--- src/rtl/sqrt_rational_bounds_assert.svh ---
// ----------------------------------------------------------------------------
// sqrt_rational_bounds assertion macros
// shared concurrent assertion forms for the square root bounds block
// ----------------------------------------------------------------------------
`ifndef SQRT_RATIONAL_BOUNDS_ASSERT_SVH
`define SQRT_RATIONAL_BOUNDS_ASSERT_SVH

// same-cycle implication
`define SRB_ASSERT_IMPLY(label, clk_s, rst_s, ante, cons, msg) \
  label: assert property (@(posedge clk_s) disable iff (!rst_s) (ante) |-> (cons)) \
    else $error(msg);

// next-cycle implication
`define SRB_ASSERT_NEXT(label, clk_s, rst_s, ante, cons, msg) \
  label: assert property (@(posedge clk_s) disable iff (!rst_s) (ante) |=> (cons)) \
    else $error(msg);

`endif

--- src/rtl/sqrtrb_pkg.sv ---
// ----------------------------------------------------------------------------
// sqrtrb_pkg
// types and constants shared by the square root bounds controller and datapath
// ----------------------------------------------------------------------------
`default_nettype none

package sqrtrb_pkg;

  localparam int MUL_W = 32;
  localparam int PROD_W = 2 * MUL_W;
  localparam int ACC_W = 3 * MUL_W;

  localparam logic [1:0] ST_OK  = 2'd0;
  localparam logic [1:0] ST_OVF = 2'd1;
  localparam logic [1:0] ST_CAP = 2'd2;

  localparam logic [1:0] REG_ITER = 2'd0;
  localparam logic [1:0] REG_MODE = 2'd1;
  localparam logic [1:0] REG_TOL  = 2'd2;

  typedef enum logic [5:0] {
    OP_NOP,
    OP_LOAD,
    OP_ZERO_UP,
    OP_SQ_MUL,
    OP_SQ_CMP,
    OP_R_MUL,
    OP_R_SET,
    OP_MUL_DEN_A,
    OP_ND_SET,
    OP_MUL_A_ND,
    OP_ACC_LOAD,
    OP_MUL_R_DEN,
    OP_NN_SET,
    OP_GCD_STEP,
    OP_DIV_INIT,
    OP_DIV_STEP,
    OP_DIV_END,
    OP_MUL_NUM2,
    OP_SQ_SAVE,
    OP_MUL_DEN2,
    OP_DD_SAVE,
    OP_MUL_DDLO_N,
    OP_MUL_DDHI_N,
    OP_BOUND_SET,
    OP_MUL_UPN_LOD,
    OP_X_SAVE,
    OP_MUL_LON_UPD,
    OP_DIFF,
    OP_MUL_LOD_UPD,
    OP_MUL_DDLO_TOL,
    OP_MUL_DDHI_TOL
  } op_t;

  typedef struct packed {
    logic n_zero;
    logic sq_last;
    logic a_big;
    logic nd_big;
    logic nn_big;
    logic gcd_done;
    logic have_lo;
    logic have_up;
    logic conv;
  } dp_status_t;

endpackage

`default_nettype wire

--- src/rtl/sqrtrb_ctrl.sv ---
// ----------------------------------------------------------------------------
// sqrtrb_ctrl
// controller: sequences root search, iterations, gcd, division and bound tests
// ----------------------------------------------------------------------------
`default_nettype none

`include "sqrt_rational_bounds_assert.svh"

module sqrtrb_ctrl import sqrtrb_pkg::*; #(
  parameter int VALUE_BITS     = 32,
  parameter int MAX_ITERATIONS = 64
) (
  input  wire logic       clk,
  input  wire logic       rst_n,
  input  wire logic       start,
  input  wire logic [5:0] iteration_count,
  input  wire logic       stop_mode,
  input  wire dp_status_t st,
  output op_t             op,
  output logic            busy,
  output logic            out_valid,
  output logic [1:0]      status
);

  localparam int IW = $clog2(MAX_ITERATIONS + 1);
  localparam int LW = (IW > 6) ? IW : 6;
  localparam int CW = $clog2(VALUE_BITS);

  typedef enum logic [7:0] {
    S_IDLE = 8'b0000_0001,
    S_SQRT = 8'b0000_0010,
    S_ITER = 8'b0000_0100,
    S_GCD  = 8'b0000_1000,
    S_DIV  = 8'b0001_0000,
    S_CMP  = 8'b0010_0000,
    S_TOL  = 8'b0100_0000,
    S_DONE = 8'b1000_0000
  } state_t;

  state_t        state_r, state_nxt;
  logic [3:0]    step_r, step_nxt;
  logic [CW-1:0] cnt_r, cnt_nxt;
  logic [IW-1:0] iter_r, iter_nxt;
  logic [1:0]    status_r, status_nxt;
  logic [LW-1:0] limit, cfg_cnt, max_cnt, iter_ext;

  assign cfg_cnt  = LW'(iteration_count);
  assign max_cnt  = LW'(MAX_ITERATIONS);
  assign limit    = stop_mode ? max_cnt : ((cfg_cnt < max_cnt) ? cfg_cnt : max_cnt);
  assign iter_ext = LW'(iter_r);

  always_comb begin
    state_nxt  = state_r;
    step_nxt   = step_r;
    cnt_nxt    = cnt_r;
    iter_nxt   = iter_r;
    status_nxt = status_r;
    op         = OP_NOP;
    unique case (state_r)
      S_IDLE: begin
        if (start) begin
          op         = OP_LOAD;
          state_nxt  = S_SQRT;
          step_nxt   = 4'd0;
          iter_nxt   = '0;
          status_nxt = ST_OK;
        end
      end
      S_SQRT: begin
        unique case (step_r)
          4'd0: begin
            if (st.n_zero) begin
              op        = OP_ZERO_UP;
              state_nxt = S_DONE;
            end else begin
              op       = OP_SQ_MUL;
              step_nxt = 4'd1;
            end
          end
          4'd1: begin
            op       = OP_SQ_CMP;
            step_nxt = st.sq_last ? 4'd2 : 4'd0;
          end
          4'd2: begin
            op       = OP_R_MUL;
            step_nxt = 4'd3;
          end
          default: begin
            op = OP_R_SET;
            if (st.a_big) begin
              status_nxt = ST_OVF;
              state_nxt  = S_DONE;
            end else if (limit == '0) begin
              state_nxt = S_DONE;
            end else begin
              state_nxt = S_ITER;
              step_nxt  = 4'd0;
            end
          end
        endcase
      end
      S_ITER: begin
        unique case (step_r)
          4'd0: begin
            op       = OP_MUL_DEN_A;
            step_nxt = 4'd1;
          end
          4'd1: begin
            if (st.nd_big) begin
              status_nxt = ST_OVF;
              state_nxt  = S_DONE;
            end else begin
              op       = OP_ND_SET;
              step_nxt = 4'd2;
            end
          end
          4'd2: begin
            op       = OP_MUL_A_ND;
            step_nxt = 4'd3;
          end
          4'd3: begin
            op       = OP_ACC_LOAD;
            step_nxt = 4'd4;
          end
          4'd4: begin
            op       = OP_MUL_R_DEN;
            step_nxt = 4'd5;
          end
          default: begin
            if (st.nn_big) begin
              status_nxt = ST_OVF;
              state_nxt  = S_DONE;
            end else begin
              op        = OP_NN_SET;
              state_nxt = S_GCD;
            end
          end
        endcase
      end
      S_GCD: begin
        if (st.gcd_done) begin
          op        = OP_DIV_INIT;
          cnt_nxt   = '0;
          state_nxt = S_DIV;
        end else begin
          op = OP_GCD_STEP;
        end
      end
      S_DIV: begin
        op = OP_DIV_STEP;
        if (cnt_r == CW'(VALUE_BITS - 1)) begin
          state_nxt = S_CMP;
          step_nxt  = 4'd0;
        end else begin
          cnt_nxt = cnt_r + CW'(1);
        end
      end
      S_CMP: begin
        step_nxt = step_r + 4'd1;
        unique case (step_r)
          4'd0: op = OP_DIV_END;
          4'd1: op = OP_MUL_NUM2;
          4'd2: op = OP_SQ_SAVE;
          4'd3: op = OP_MUL_DEN2;
          4'd4: op = OP_DD_SAVE;
          4'd5: op = OP_MUL_DDLO_N;
          4'd6: op = OP_ACC_LOAD;
          4'd7: op = OP_MUL_DDHI_N;
          default: begin
            op       = OP_BOUND_SET;
            iter_nxt = iter_r + IW'(1);
            step_nxt = 4'd0;
            if (stop_mode) begin
              state_nxt = S_TOL;
            end else if (iter_ext + LW'(1) >= limit) begin
              state_nxt = S_DONE;
            end else begin
              state_nxt = S_ITER;
            end
          end
        endcase
      end
      S_TOL: begin
        step_nxt = step_r + 4'd1;
        unique case (step_r)
          4'd0: begin
            if (st.have_lo && st.have_up) begin
              op = OP_MUL_UPN_LOD;
            end else begin
              step_nxt = 4'd0;
              if (iter_ext >= limit) begin
                status_nxt = ST_CAP;
                state_nxt  = S_DONE;
              end else begin
                state_nxt = S_ITER;
              end
            end
          end
          4'd1: op = OP_X_SAVE;
          4'd2: op = OP_MUL_LON_UPD;
          4'd3: op = OP_DIFF;
          4'd4: op = OP_MUL_LOD_UPD;
          4'd5: op = OP_DD_SAVE;
          4'd6: op = OP_MUL_DDLO_TOL;
          4'd7: op = OP_ACC_LOAD;
          4'd8: op = OP_MUL_DDHI_TOL;
          default: begin
            step_nxt = 4'd0;
            if (st.conv) begin
              state_nxt = S_DONE;
            end else if (iter_ext >= limit) begin
              status_nxt = ST_CAP;
              state_nxt  = S_DONE;
            end else begin
              state_nxt = S_ITER;
            end
          end
        endcase
      end
      S_DONE: state_nxt = S_IDLE;
      default: state_nxt = S_IDLE;
    endcase
  end

  always_ff @(posedge clk) begin
    if (!rst_n) begin
      state_r  <= S_IDLE;
      step_r   <= 4'd0;
      cnt_r    <= '0;
      iter_r   <= '0;
      status_r <= ST_OK;
    end else begin
      state_r  <= state_nxt;
      step_r   <= step_nxt;
      cnt_r    <= cnt_nxt;
      iter_r   <= iter_nxt;
      status_r <= status_nxt;
    end
  end

  assign busy      = (state_r != S_IDLE);
  assign out_valid = (state_r == S_DONE);
  assign status    = status_r;

  `SRB_ASSERT_NEXT(a_start_busy, clk, rst_n, start && !busy, busy, "item not started")
  `SRB_ASSERT_NEXT(a_done_once, clk, rst_n, out_valid, !busy && !out_valid, "strobe repeated")
  `SRB_ASSERT_IMPLY(a_status_code, clk, rst_n, out_valid, status <= ST_CAP, "bad status code")
  `SRB_ASSERT_IMPLY(a_fixed_no_cap, clk, rst_n, out_valid && !stop_mode, status != ST_CAP, "fixed cap")

endmodule

`default_nettype wire

--- config.mk ---
export PLATFORM = sky130hd
export DESIGN_NAME = sqrtrb_ctrl
export DESIGN_NICKNAME = d
export VERILOG_FILES = /design/src/rtl/sqrtrb_pkg.sv /design/src/rtl/sqrtrb_ctrl.sv
export VERILOG_INCLUDE_DIRS = /design/src /design/src/rtl
export SDC_FILE = /design/constraint.sdc
export NUM_CORES = 1
export LEC_CHECK = 0
export BUFFER_PORTS_ARGS = -buffer_cell sky130_fd_sc_hd__buf_2
export CAP_MARGIN = 20
export CELL_PAD_IN_SITES_DETAIL_PLACEMENT = 1
export CELL_PAD_IN_SITES_GLOBAL_PLACEMENT = 2
export CORE_UTILIZATION = 34
export DETAILED_ROUTE_END_ITERATION = 8
export GPL_TIMING_DRIVEN = 0
export PLACE_DENSITY_LB_ADDON = 0.1
export SETUP_SLACK_MARGIN = 0.4
export SYNTH_ARGS = -nofsm -noshare
export SYNTH_HDL_FRONTEND = slang
export SYNTH_SLANG_ARGS = --single-unit
--- constraint.sdc ---
create_clock -name clk -period 2.84 [get_ports clk]
set_input_delay 0.284 -clock clk [delete_from_list [all_inputs] [get_ports clk]]
set_output_delay 0.284 -clock clk [all_outputs]
set_load 0.005 [all_outputs]
Yosys cells after proc, flatten, opt, wreduce, memory -nomap -nowiden
Cells that the tools add are included.
- $add $sub $neg: 3
- order comparisons: 3
- equality and inequality tests: 38
- mux-type cells: 61
- reduce and logical (&&, ||, !) cells: 17
- operators with widths (cell ; number):
    two-way mux 8 bit ; 14
    one-hot mux 8 bit (7 select lines) ; 1
    one-hot mux 8 bit (2 select lines) ; 3
    one-hot mux 5 bit (9 select lines) ; 1
    one-hot mux 6 bit (7 select lines) ; 1
    two-way mux 4 bit ; 10
    one-hot mux 4 bit (5 select lines) ; 2
    one-hot mux 5 bit (8 select lines) ; 1
    two-way mux 7 bit ; 4
    one-hot mux 4 bit (6 select lines) ; 1
    != test 3 bit (second input constant) ; 7
    two-way mux 2 bit ; 10
    != test 2 bit (second input constant) ; 10
    AND reduction 10 bit ; 2
    one-hot mux 6 bit (3 select lines) ; 1
    equality test 4 x 3 -> 1 bit (second input constant) ; 4
    OR reduction 8 bit ; 2
    two-way mux 5 bit ; 3
    greater-or-equal comparator 7 bit ; 2
    one-hot mux 7 bit (2 select lines) ; 1
    one-hot mux 4 bit (3 select lines) ; 1
    != test 5 bit (second input constant) ; 2
    one-hot mux 5 bit (2 select lines) ; 1
    equality test 4 x 2 -> 1 bit (second input constant) ; 2
    other kinds (32) ; 36
- flip-flop bits (word level): 26
- output and inout bits: 10
- logic and storage cells: 127

Depth between registers and ports, before layout
Gate-level depths: netlist (run 1).
- depth in word-level cells: 8
- depth in mapped cells: 9

Least setup slack after synthesis (run 1)
OpenSTA, ideal clock, no wires.
- kind: register to register
- from: reg step_r[0]
- to: reg state_r[3]
- library setup time: 0.070 ns
- data arrival time: 2.217 ns
- required time: 2.770 ns
- setup slack: 0.553 ns
- stages on the path, launching flop included: 9
- buffers on the path: 0
- clock period less this slack: 2.287 ns
- cells stage by stage: dfxtp_1 -> inv_1 -> ha_1 -> or4_1 -> o2bb2ai_1 -> nand3_1 -> nand4_1 -> or3b_1 -> a21boi_1
- longest elaborated chain between the ends: 4
- elaborated cells on any way between the ends: 25
- classes of those cells: eq/ne (15); mux (4); reduce/logical (6)
- RTL lines (item ; line ; RTL):
    from (decl) ; sqrtrb_ctrl.sv:41 ; logic [3:0] step_r, step_nxt;
    from (signal assigned) ; sqrtrb_ctrl.sv:234 ; step_r <= step_nxt;
    equality test 4 bit (tied with other cells) ; sqrtrb_ctrl.sv:185 ; unique case (step_r)
    OR reduction 8 bit (no line) (tied with other cells) ; -- ;
    one-hot mux 8 bit (2 select lines) (tied with other cells) ; sqrtrb_ctrl.sv:185 ;
    one-hot mux 8 bit (7 select lines) / AND reduction 10 bit (equally long branches) ; -- ;
    to (signal assigned) ; sqrtrb_ctrl.sv:233 ; state_r <= state_nxt;
    to (decl) ; sqrtrb_ctrl.sv:40 ; state_t state_r, state_nxt;
Several ways; a longest one is shown, not always the timed one.
A chain may end at the register's enable or synchronous reset.

Final worst setup path (run 1)
- from: reg step_r[1]
- to: out op[0]
- longest elaborated chain between the ends: 3
- elaborated cells on any way between the ends: 14
- classes of those cells: eq/ne (8); mux (5); reduce/logical (1)
- RTL lines (item ; line ; RTL):
    equality test 4 bit (tied with other cells) ; sqrtrb_ctrl.sv:185 ;
    one-hot mux 5 bit (9 select lines) (tied with other cells) ; sqrtrb_ctrl.sv:185 ;
    one-hot mux 6 bit (7 select lines) (*) ; sqrtrb_ctrl.sv:59 ; unique case (state_r)
    to (decl) ; sqrtrb_ctrl.sv:19 ; output op_t op,
Mark *: on every way between the ends. The rest lies on a longest branch, timed or not.

==> impl_metrics.csv, run 1 <==
group,metric,value,unit
die,start_util,34.9,%
routing,num_vias,2883,
die,fp-row-count,31,
global_route,first_global_vias,2770,
worst_setup_path,startpoint_type,"flip-flop",
routing,drt-total-wl,9310,µm
synthesis,ys_ff_latch,26,
sta,slew_headroom,54.6,%
worst_setup_path,end_kind,"output port",
synthesis,synth.area.top_cells,"dfxtp_1, ha_1, nand2_1",
clock_network,cts_tree,"done",
layout,drive_gt1_share,31.6,%
synthesis,ys.warnings.count,0,
sta,final_max_slew_viol_count,0,
sta,worst_clock_skew,0.00208,ns
synthesis,ys_types,60,
clock_network,postCtsHoldBufs,0,
placed_design,hpwlAfterDp,6810,µm
layout,area_growth,34.4,%
global_route,antenna_found_initial,0,
worst_setup_path,crit_fanout,5,
power,irDropWorstVdd,0.199,mV
layout,layout_common_cells,"nand2_1, buf_4, buf_2",
sta,finalSetupTns,0,ns
synthesis,synth.top_cell.area_share,20.6,%
clock_network,cts_sinks,26,
synthesis,yosys.area.top_type,"dfxtp_1",
die,placeableCoreArea,7210,µm²
die,fp.dieH,88.1,µm
sta,fmax,389,MHz
sta,setup_viol,0,
clock_network,cts-root-buf,"clkbuf_8",
worst_setup_path,cp.required,2.56,ns
synthesis,syn_area_per_cell,7.20,µm²
routing,drc,0,
layout,design_area,3390,µm²
layout,fin_nets,446,
clock_network,path_clk_slew,0.10,ns
routing,dr.pass1.iters,4,
sta,hold_ws,0.352,ns
layout,fill_cells,917,
job,maxCapViolCount,0,
global_route,grt_pass1_wl,14500,µm
synthesis,async_flop_share,0,%
synthesis,syn-num-nets,390,
global_route,track_usage,24.4,%
clock_network,clock_latency,0.27,ns
layout,stdcell_count,504,
sta,worst_pin_slew,0.675,ns
synthesis,synth_cells,350,
power,powerDensity,320,nW/µm²
sta,finalHoldViolCount,0,
die,io_pins,29,
global_route,grt_max_degree,16,
synthesis,ys_seq_area_share,20.6,%
routing,drt_iter0_drc,152,
routing,post_drt_via_cell_ratio,5.72,
die,die_x,88.1,µm
worst_setup_path,cp.arrival,2.29,ns
power,power.total,0.00108,W
synthesis,synth_edf_count,0,
global_route,gr-total-overflow,0,
routing,wl_per_cell,18.5,µm
synthesis,syn_area,2520,µm²
worst_setup_path,path_class,"flip-flop to output port",
routing,final_antenna_net_count,0,
clock_network,h-tree-depth,1,
clock_network,ctsLongestPathBuffers,2,
layout,antenna_cells,0,
placed_design,placed_area,2780,µm²
synthesis,synth-main-ff-cell,"dfxtp_1",
clock_network,cts_buffers,3,
run_status,status,"complete, no violations",
layout,layout_commonest_cell,"nand2_1",
placed_design,dp_cells,475,
hold_path,hp-class,"input port to flip-flop",
placed_design,globalplace.congestion,0.871,
power,leakage,1.44,nW
die,dieArea,7760,µm²
placed_design,numPortBuffers,26,
sta,grt_setup_unrepaired,"true",
sta,fin_crit,2.57,ns
sta,period_share,90.6,%
[what timing repair did]
| item | 4_1_cts | 5_1_grt |
|---|---|---|
| gates resized for setup | 57 | 41 |
| cloned | 0 | 0 |
| pin swaps | 8 | 16 |
| endpoints found under the setup margin | 17 | 16 |
| endpoints found under the hold margin | 0 | 0 |
| buffers inserted | 17 | 8 |
[flip-flops by register name, indices dropped and copies added, names as in the netlist]
signal,count
cnt_r,5
iter_ext,7
state_r,8
status,2
step_r,4
[layout make-up]
cell class | instances | area [µm²] | share of cell area, %
Buffer | 19 | 129 | 3.80
Clock buffer | 3 | 41.3 | 1.22
Clock inverter | 1 | 30.0 | 0.886
Inverter | 8 | 32.5 | 0.960
Multi-Input combinational cell | 297 | 2170 | 64.1
Sequential cell | 26 | 541 | 16.0
Tap cell | 99 | 124 | 3.66
Timing Repair Buffer | 51 | 318 | 9.38
[worst paths after layout]
check | from | to | slack [ns] | depth (start not counted)
setup / recovery | step_r[1]$_SDFFE_PN0P_ | op[0] | 0.27 | 9
hold / removal | st[3] | state_r[3]$_SDFFE_PN0P_ | 0.35 | 3
setup reg to reg | step_r[1]$_SDFFE_PN0P_ | state_r[3]$_SDFFE_PN0P_ | 0.41 | 10
hold reg to reg | status[0]$_SDFFE_PN0P_ | status[0]$_SDFFE_PN0P_ | 0.46 | 2
[routing by layer]
metal	track usage, %	wire (µm)	share of wire [%]
met4	4.40	97	1.0
met5	0	0	0
met1	32.2	4280	46
met2	43.8	4590	49
met3	1.79	339	3.6
[cell usage after synthesis (all sizes together), types with 2 or more instances]
| master | number |
|---|---|
| nand2 | 46 |
| o21ai | 29 |
| nor2 | 28 |
| dfxtp | 26 |
| a21oi | 21 |
| ha | 21 |
| clkbuf | 15 |
| nand3 | 15 |
| nor2b | 12 |
| nor3 | 12 |
| and2 | 8 |
| nand4 | 8 |
| inv | 7 |
| nand2b | 7 |
| nor4 | 7 |
| a21boi | 6 |
| o21a | 6 |
| or4 | 6 |
| xor2 | 6 |
| mux2i | 5 |
| or2 | 5 |
| a31oi | 4 |
| buf | 4 |
| o22ai | 4 |
| a211oi | 3 |
| xnor2 | 3 |
| a21o | 2 |
| a22oi | 2 |
| and3 | 2 |
| and4b | 2 |
| nor3b | 2 |
| o2111ai | 2 |
| o211ai | 2 |
| o221a | 2 |
| o31ai | 2 |
| or3b | 2 |
[critical path, stage by stage (launching register included)]
cell and delay [ns]:
dfxtp_4 0.38, inv_4 0.05, ha_4 0.15, buf_8 0.11, or4_4 0.55, o2bb2ai_4 0.14, and2_4 0.20, a31oi_4 0.13
nand4_1 0.14, buf_2 0.15
[per-stage QoR]
stage,setup WS [ns],util [%]
6_report,0.267,47.0
5_1_grt,0.198,47.0
4_1_cts,0.269,44.2
3_5_place_dp,0.119,38.5
3_3_place_gp,0.126,38.5
2_1_floorplan,0.553,-
[cell families after synthesis]
kind of cell | share of synthesized area, %
flops | 20.6
buf+inv | 4.32
compound gates | 24.6
xor+xnor | 3.13
mux | 1.99
fa+ha+maj | 10.4
other cells | 0.149
simple gates | 34.8
[where the power goes]
part	total [W]	switching (W)	internal (W)
sequential	0.000374	0.00000464	0.000370
combinational	0.000391	0.000214	0.000176
clock	0.000318	0.000129	0.000189
total	0.00108	0.000348	0.000735
(Power assumes the default switching activity.)
==> run 2, diff against run 1 <==
Settings changed: ABC_AREA set to 1, CORE_MARGIN set to 2, CORE_UTILIZATION 34 to 31.
==> run 2 against run 1 <==
  * Clock power rose by 4%
  * Sequential power increased by 24%
  * Worst hold slack worse by 0.11 ns
  * Die area is 16% higher
  * Synthesized cell count grew 19%
  * Critical endpoint is now op[3]
  * Largest power group unchanged
==> impl_metrics.csv, run 2 <==
group,metric,value,unit
run_status,status,"complete, no violations",
die,start_util,31.5,%
clock_network,ctsLongestPathBuffers,2,
worst_setup_path,slowest_delay,0.38,ns
routing,num_vias,2745,
synthesis,syn_area,2550,µm²
layout,antenna_cells,0,
routing,drt_iter0_drc,73,
layout,area_growth,18.6,%
synthesis,syn-num-nets,456,
synthesis,synth-main-ff-cell,"dfxtp_1",
die,fp-row-count,33,
layout,top_register,"state_r",
synthesis,ys.warnings.count,0,
power,combPwrFrac,51.7,%
sta,final_max_slew_viol_count,0,
global_route,antenna_found_initial,0,
worst_setup_path,cp.required,2.56,ns
global_route,grt_pass1_wl,14100,µm
synthesis,ys_ff_latch,26,
layout,fill_cells,1121,
clock_network,clock_latency,0.29,ns
die,dieArea,8970,µm²
sta,slew_headroom,58.5,%
layout,drive_gt1_share,21.0,%
global_route,first_global_vias,2845,
sta,fin_crit,2.32,ns
synthesis,syn_area_per_cell,6.13,µm²
worst_setup_path,startpoint_type,"flip-flop",
sta,period_share,81.7,%
power,irDropWorstVdd,0.193,mV
job,maxCapViolCount,0,
synthesis,yosysMostFrequentCell,"nand2_1",
routing,wl_per_cell,15.3,µm
clock_network,cts_sinks,26,
layout,layout_common_cells,"nand2_1, inv_1, nor2_1",
sta,worst_pin_slew,0.622,ns
layout,layout_commonest_cell,"nand2_1",
sta,finalSetupTns,0,ns
power,leakage,1.53,nW
die,io_pins,29,
worst_setup_path,crit_fanout,5,
worst_setup_path,cp.arrival,2.04,ns
die,placeableCoreArea,8090,µm²
sta,grt_setup_unrepaired,"true",
worst_setup_path,cp_top_family,"buffers and inverters",
sta,finalHoldViolCount,0,
synthesis,synthTopCellsByCount,"nand2_1, inv_1, nor2_1, nand3_1, a21oi_1",
clock_network,cts-root-buf,"clkbuf_8",
sta,setup_viol,0,
synthesis,ys_types,36,
power,p_sw_share,45.1,%
power,p_switching,0.000743,W
layout,fin_nets,489,
synthesis,synth.area.top_cells,"dfxtp_1, nand2_1, ha_1",
worst_setup_path,slowest_stage,"dfxtp_4",
power,powerDensity,545,nW/µm²
global_route,grt_max_degree,16,
global_route,gr-total-overflow,0,
worst_setup_path,path_class,"flip-flop to output port",
clock_network,h-tree-depth,1,
clock_network,cts_buffers,3,
power,pwr-share-seq,28.1,%
routing,drc,0,
worst_setup_path,cp_cell_sequence,"inv_1 > ha_2 > o21ai_2 > buf_4 > nand2_1 > inv_2 > o31ai_4 > o2111ai_2 > buf_2",
global_route,track_usage,20.0,%
layout,multi_input_area,1840,µm²
placed_design,dp_cells,547,
sta,worst_clock_skew,0.00874,ns
layout,stdcell_count,553,
routing,post_drt_via_cell_ratio,4.96,
worst_setup_path,end_kind,"output port",
worst_setup_path,path_buf_inv,4,
die,fp.dieH,94.7,µm
layout,largest_register_ff_count,8,
synthesis,synth_edf_count,0,
synthesis,synth.top_cell.area_share,20.4,%
routing,drt-total-wl,8460,µm
routing,dr.pass1.iters,4,
sta,fmax,431,MHz
power,internal_power,0.000905,W
placed_design,numPortBuffers,26,
clock_network,path_clk_slew,0.11,ns
layout,regArea,531,µm²
placed_design,globalplace.congestion,0.827,
synthesis,synth_cells,416,
synthesis,ys_seq_area_share,20.4,%
power,clockPowerShare,20.1,%
clock_network,cts_tree,"done",
clock_network,postCtsHoldBufs,0,
routing,final_antenna_net_count,0,
synthesis,yosys.area.top_type,"dfxtp_1",
placed_design,hpwlAfterDp,6950,µm
hold_path,hp-class,"input port to flip-flop",
die,die_x,94.7,µm
synthesis,async_flop_share,0,%
## run 2: cells by family after synthesis
group           share of synthesized area (%)
compound gates                           16.0
flops                                    20.4
other cells                             0.147
fa+ha+maj                                10.3
buf+inv                                  12.1
xor+xnor                                 1.72
simple gates                             39.4
## run 2: final cells by class
cell class / count / share of cell area (%)
multi-input combinational: 314 / 60.7
buffer: 6 / 1.53
timing repair buffer: 28 / 4.80
tap: 105 / 4.34
sequential: 26 / 17.5
clock buffer: 3 / 1.37
inverter: 70 / 8.69
clock inverter: 1 / 0.993
## run 2: timing repair
item | CTS | global route
resized for setup | 4 | 30
cloned | 0 | 0
setup buffers | 1 | 1
pin swaps | 1 | 5
setup endpoints to repair | 5 | 6
## run 2: per-stage QoR
step	area [µm²]	worst slack (ns)	hold WS, ns	util, %	power (W)
after CTS	2900	0.340	0.241	35.8	0.00164
after global placement	2810	0.377	0.462	34.7	0.00127
final	3020	0.520	0.244	37.4	0.00165
after global routing	3020	0.386	0.236	37.4	0.00181
after detailed placement	2810	0.354	0.472	34.7	0.00129
after floorplan	2550	0.829	0.450	-	0.00104
## run 2: worst register-to-register path, stage by stage, from the launching register on
cell	delay, ns
dfxtp_4	0.38
ha_2	0.18
nand2_1	0.09
nor2_4	0.14
xnor2_1	0.14
inv_1	0.09
ha_1	0.33
a21oi_2	0.14
nor2_1	0.06
nor3_2	0.21
nand3_1	0.15
nand3_2	0.09
nand3_2	0.09
a21oi_2	0.14
## run 2: path summary, 6_finish.rpt
check | cells past startpoint | slack, ns | end | startpoint
max reg2reg | 13 | 0.56 | state_r[2]$_SDFFE_PN0P_ | iter_ext[0]$_SDFFE_PN0P_
max | 9 | 0.52 | op[3] | step_r[1]$_SDFFE_PN0P_
min reg2reg | 2 | 0.48 | cnt_r[4]$_SDFFE_PN0P_ | cnt_r[4]$_SDFFE_PN0P_
min | 3 | 0.24 | status[1]$_SDFFE_PN0P_ | rst_n
## run 2: per-layer routing
layer	up-vias	wire length [µm]	GRT usage [%]	part of all wire (%)
met5	-	0	0	0
met4	0	52	2.17	0.61
met3	4	198	2.39	2.3
met2	31	4080	36.4	48
met1	1297	4130	25.9	49
li1	1413	-	-	-
## run 2: power groups by stage
| stage | sequential [W] | combinational (W) | clock [W] |
|---|---|---|---|
| 2_1_floorplan | 0.000458 | 0.000582 | 0 |
| 6_report | 0.000463 | 0.000853 | 0.000332 |
| 4_1_cts | 0.000461 | 0.000836 | 0.000344 |
| 3_5_place_dp | 0.000469 | 0.000826 | 0 |
| 3_3_place_gp | 0.000467 | 0.000804 | 0 |
| 5_1_grt | 0.000473 | 0.000984 | 0.000354 |
==> run 3, diff against run 2 <==
Settings changed: CORE_UTILIZATION 31 to 28.
Clock period 2.84 ns to 2 ns, I/O delays scaled along.
==> run 3 against run 2 <==
  * The flow now finishes with violations (negative setup slack)
  * Register-to-register slack worse by 0.65 ns
  * Final area is 27% higher
  * Clock skew is 0.0023 ns higher
  * Sequential share of layout area is 3.2 points lower
  * Combinational power is 89% higher
==> impl_metrics.csv, run 3 (same netlist as run 2, synthesis figures left out) <==
group,metric,value,unit
run_status,status,"complete, but fails checks",
run_status,violations,"negative setup slack",
routing,num_vias,2917,
clock_network,cts-root-buf,"clkbuf_8",
placed_design,hpwlAfterDp,6930,µm
global_route,first_global_vias,3062,
global_route,grtUsageMet1,26.5,%
sta,fin_crit,2.13,ns
sta,worst_slack,-0.134,ns
layout,layout_common_cells,"nand2_1, inv_1, buf_4",
routing,post_drt_via_cell_ratio,4.92,
worst_setup_path,cp-startpoint,"step_r[0]$_SDFFE_PN0P_",
layout,top_register,"state_r",
routing,drt-total-wl,9820,µm
global_route,use_met2,35.5,%
sta,period_share,107,%
global_route,gr-usage-met3,2.18,%
layout,stdcell_count,593,
clock_network,postCtsHoldBufs,0,
global_route,track_usage,19.9,%
global_route,gr-total-overflow,0,
worst_setup_path,cp_cell_sequence,"buf_6 > ha_4 > buf_4 > nand2_4 > inv_1 > nand2_1 > nand2_2 > o31ai_4 > o2111ai_2 > buf_2",
layout,design_area,3830,µm²
die,dieArea,9890,µm²
routing,drt_iter0_drc,63,
layout,drive_gt1_share,43.9,%
layout,area_growth,50.3,%
worst_setup_path,rrSetupSlack,-0.09,ns
sta,finalHoldViolCount,0,
worst_setup_path,rr_endpoint,"state_r[7]$_SDFFE_PN0P_",
die,start_util,29.1,%
global_route,grt_max_degree,16,
placed_design,dp_slack,-0.201,ns
worst_setup_path,startpoint_type,"flip-flop",
clock_network,cts_tree,"done",
worst_setup_path,cp.required,1.80,ns
clock_network,ctsLongestPathBuffers,2,
layout,layout_commonest_cell,"nand2_1",
worst_setup_path,crit_fanout,4,
layout,largest_register_ff_count,8,
global_route,grt_pass1_wl,15600,µm
placed_design,placed_area,2860,µm²
layout,fin_nets,526,
layout,antenna_cells,0,
sta,worst_clock_skew,0.0110,ns
global_route,antenna_found_initial,0,
clock_network,h-tree-depth,1,
worst_setup_path,endpoint,"op[3]",
worst_setup_path,path_class,"flip-flop to output port",
power,powerDensity,713,nW/µm²
placed_design,dp_cells,550,
routing,wl_per_cell,16.6,µm
clock_network,cts_sinks,26,
routing,drc,0,
clock_network,cts_buffers,3,
worst_setup_path,end_kind,"output port",
die,fp.dieH,99.4,µm
sta,setup_viol,6,
power,irDropWorstVdd,0.287,mV
die,die_x,99.4,µm
hold_path,hp-class,"input port to flip-flop",
worst_setup_path,slowest_stage,"dfxtp_4",
routing,dr.pass1.iters,4,
sta,worst_pin_slew,0.770,ns
sta,final_max_slew_viol_count,0,
worst_setup_path,reg2reg_depth,14,
layout,fill_cells,1092,
sta,fmax,469,MHz
placed_design,globalplace.congestion,0.800,
worst_setup_path,timing.rr.start,"iter_ext[1]$_SDFFE_PN0P_",
clock_network,clock_latency,0.30,ns
worst_setup_path,slowest_delay,0.39,ns
routing,final_antenna_net_count,0,
hold_path,min-delay-start,"rst_n",
die,fp-row-count,34,
placed_design,numPortBuffers,26,
global_route,grt.busiest_layer,"met2",
job,maxCapViolCount,0,
die,io_pins,29,
sta,grt_setup_unrepaired,"true",
clock_network,path_clk_slew,0.12,ns
worst_setup_path,cp.arrival,1.93,ns
die,placeableCoreArea,8760,µm²
power,leakage,1.81,nW
sta,slew_headroom,48.7,%
-- run 3: repair_timing --
item | 4_1_cts | 5_1_grt
resized for setup | 98 | 71
pin swaps | 31 | 39
buffers inserted | 22 | 16
setup endpoints to repair | 33 | 32
cloned | 1 | 0
-- run 3: worst min-delay path by stage --
stage	end	slack [ns]	cells past startpoint
after global placement	state_r[0]$_SDFFE_PN1P_	0.46	2
after global routing	state_r[1]$_SDFFE_PN0P_	0.14	3
final	state_r[0]$_SDFFE_PN1P_	0.14	2
after floorplan	state_r[0]$_SDFFE_PN1P_	0.41	3
after detailed placement	state_r[1]$_SDFFE_PN0P_	0.47	3
after CTS	state_r[4]$_SDFFE_PN0P_	0.14	3
-- run 3: worst max-delay path: cells and delay by family (launching register included) --
kind                       cells  cell delay (ns)
adders and majority gates      1             0.17
AOI/OAI and AO/OA              2             0.34
DFF                            1             0.39
buffers and inverters          4             0.47
and+or+nand+nor                3             0.27
-- run 3: report_power, final --
group	switching [W]	internal (W)
sequential	0.0000811	0.000597
clock	0.000228	0.000219
combinational	0.000992	0.000617
-- run 3: final cells by class --
class / instances / area (µm²) / area share [%]
well taps: 108 / 135 / 3.52
inverters: 70 / 288 / 7.51
multi-input cells: 315 / 2280 / 59.4
plain buffers: 6 / 70.1 / 1.83
flip-flops and latches: 26 / 551 / 14.4
clock buffers: 4 / 66.3 / 1.73
repair buffers: 64 / 445 / 11.6
-- run 3: through the flow --
step / utilization (%) / setup TNS (ns) / hold WS, ns / power [W]
after floorplan: - / 0 / 0.411 / 0.00150
after global placement: 32.7 / -1.06 / 0.461 / 0.00182
after detailed placement: 32.7 / -0.966 / 0.467 / 0.00184
after CTS: 39.4 / -0.214 / 0.137 / 0.00253
after global routing: 43.7 / -1.34 / 0.143 / 0.00298
final: 43.7 / -0.417 / 0.136 / 0.00273
-- run 3: routing by layer --
layer	vias up	part of all wire, %
met5	-	0
met4	0	1.1
met3	8	1.9
met2	26	50
met1	1388	46
li1	1495	-
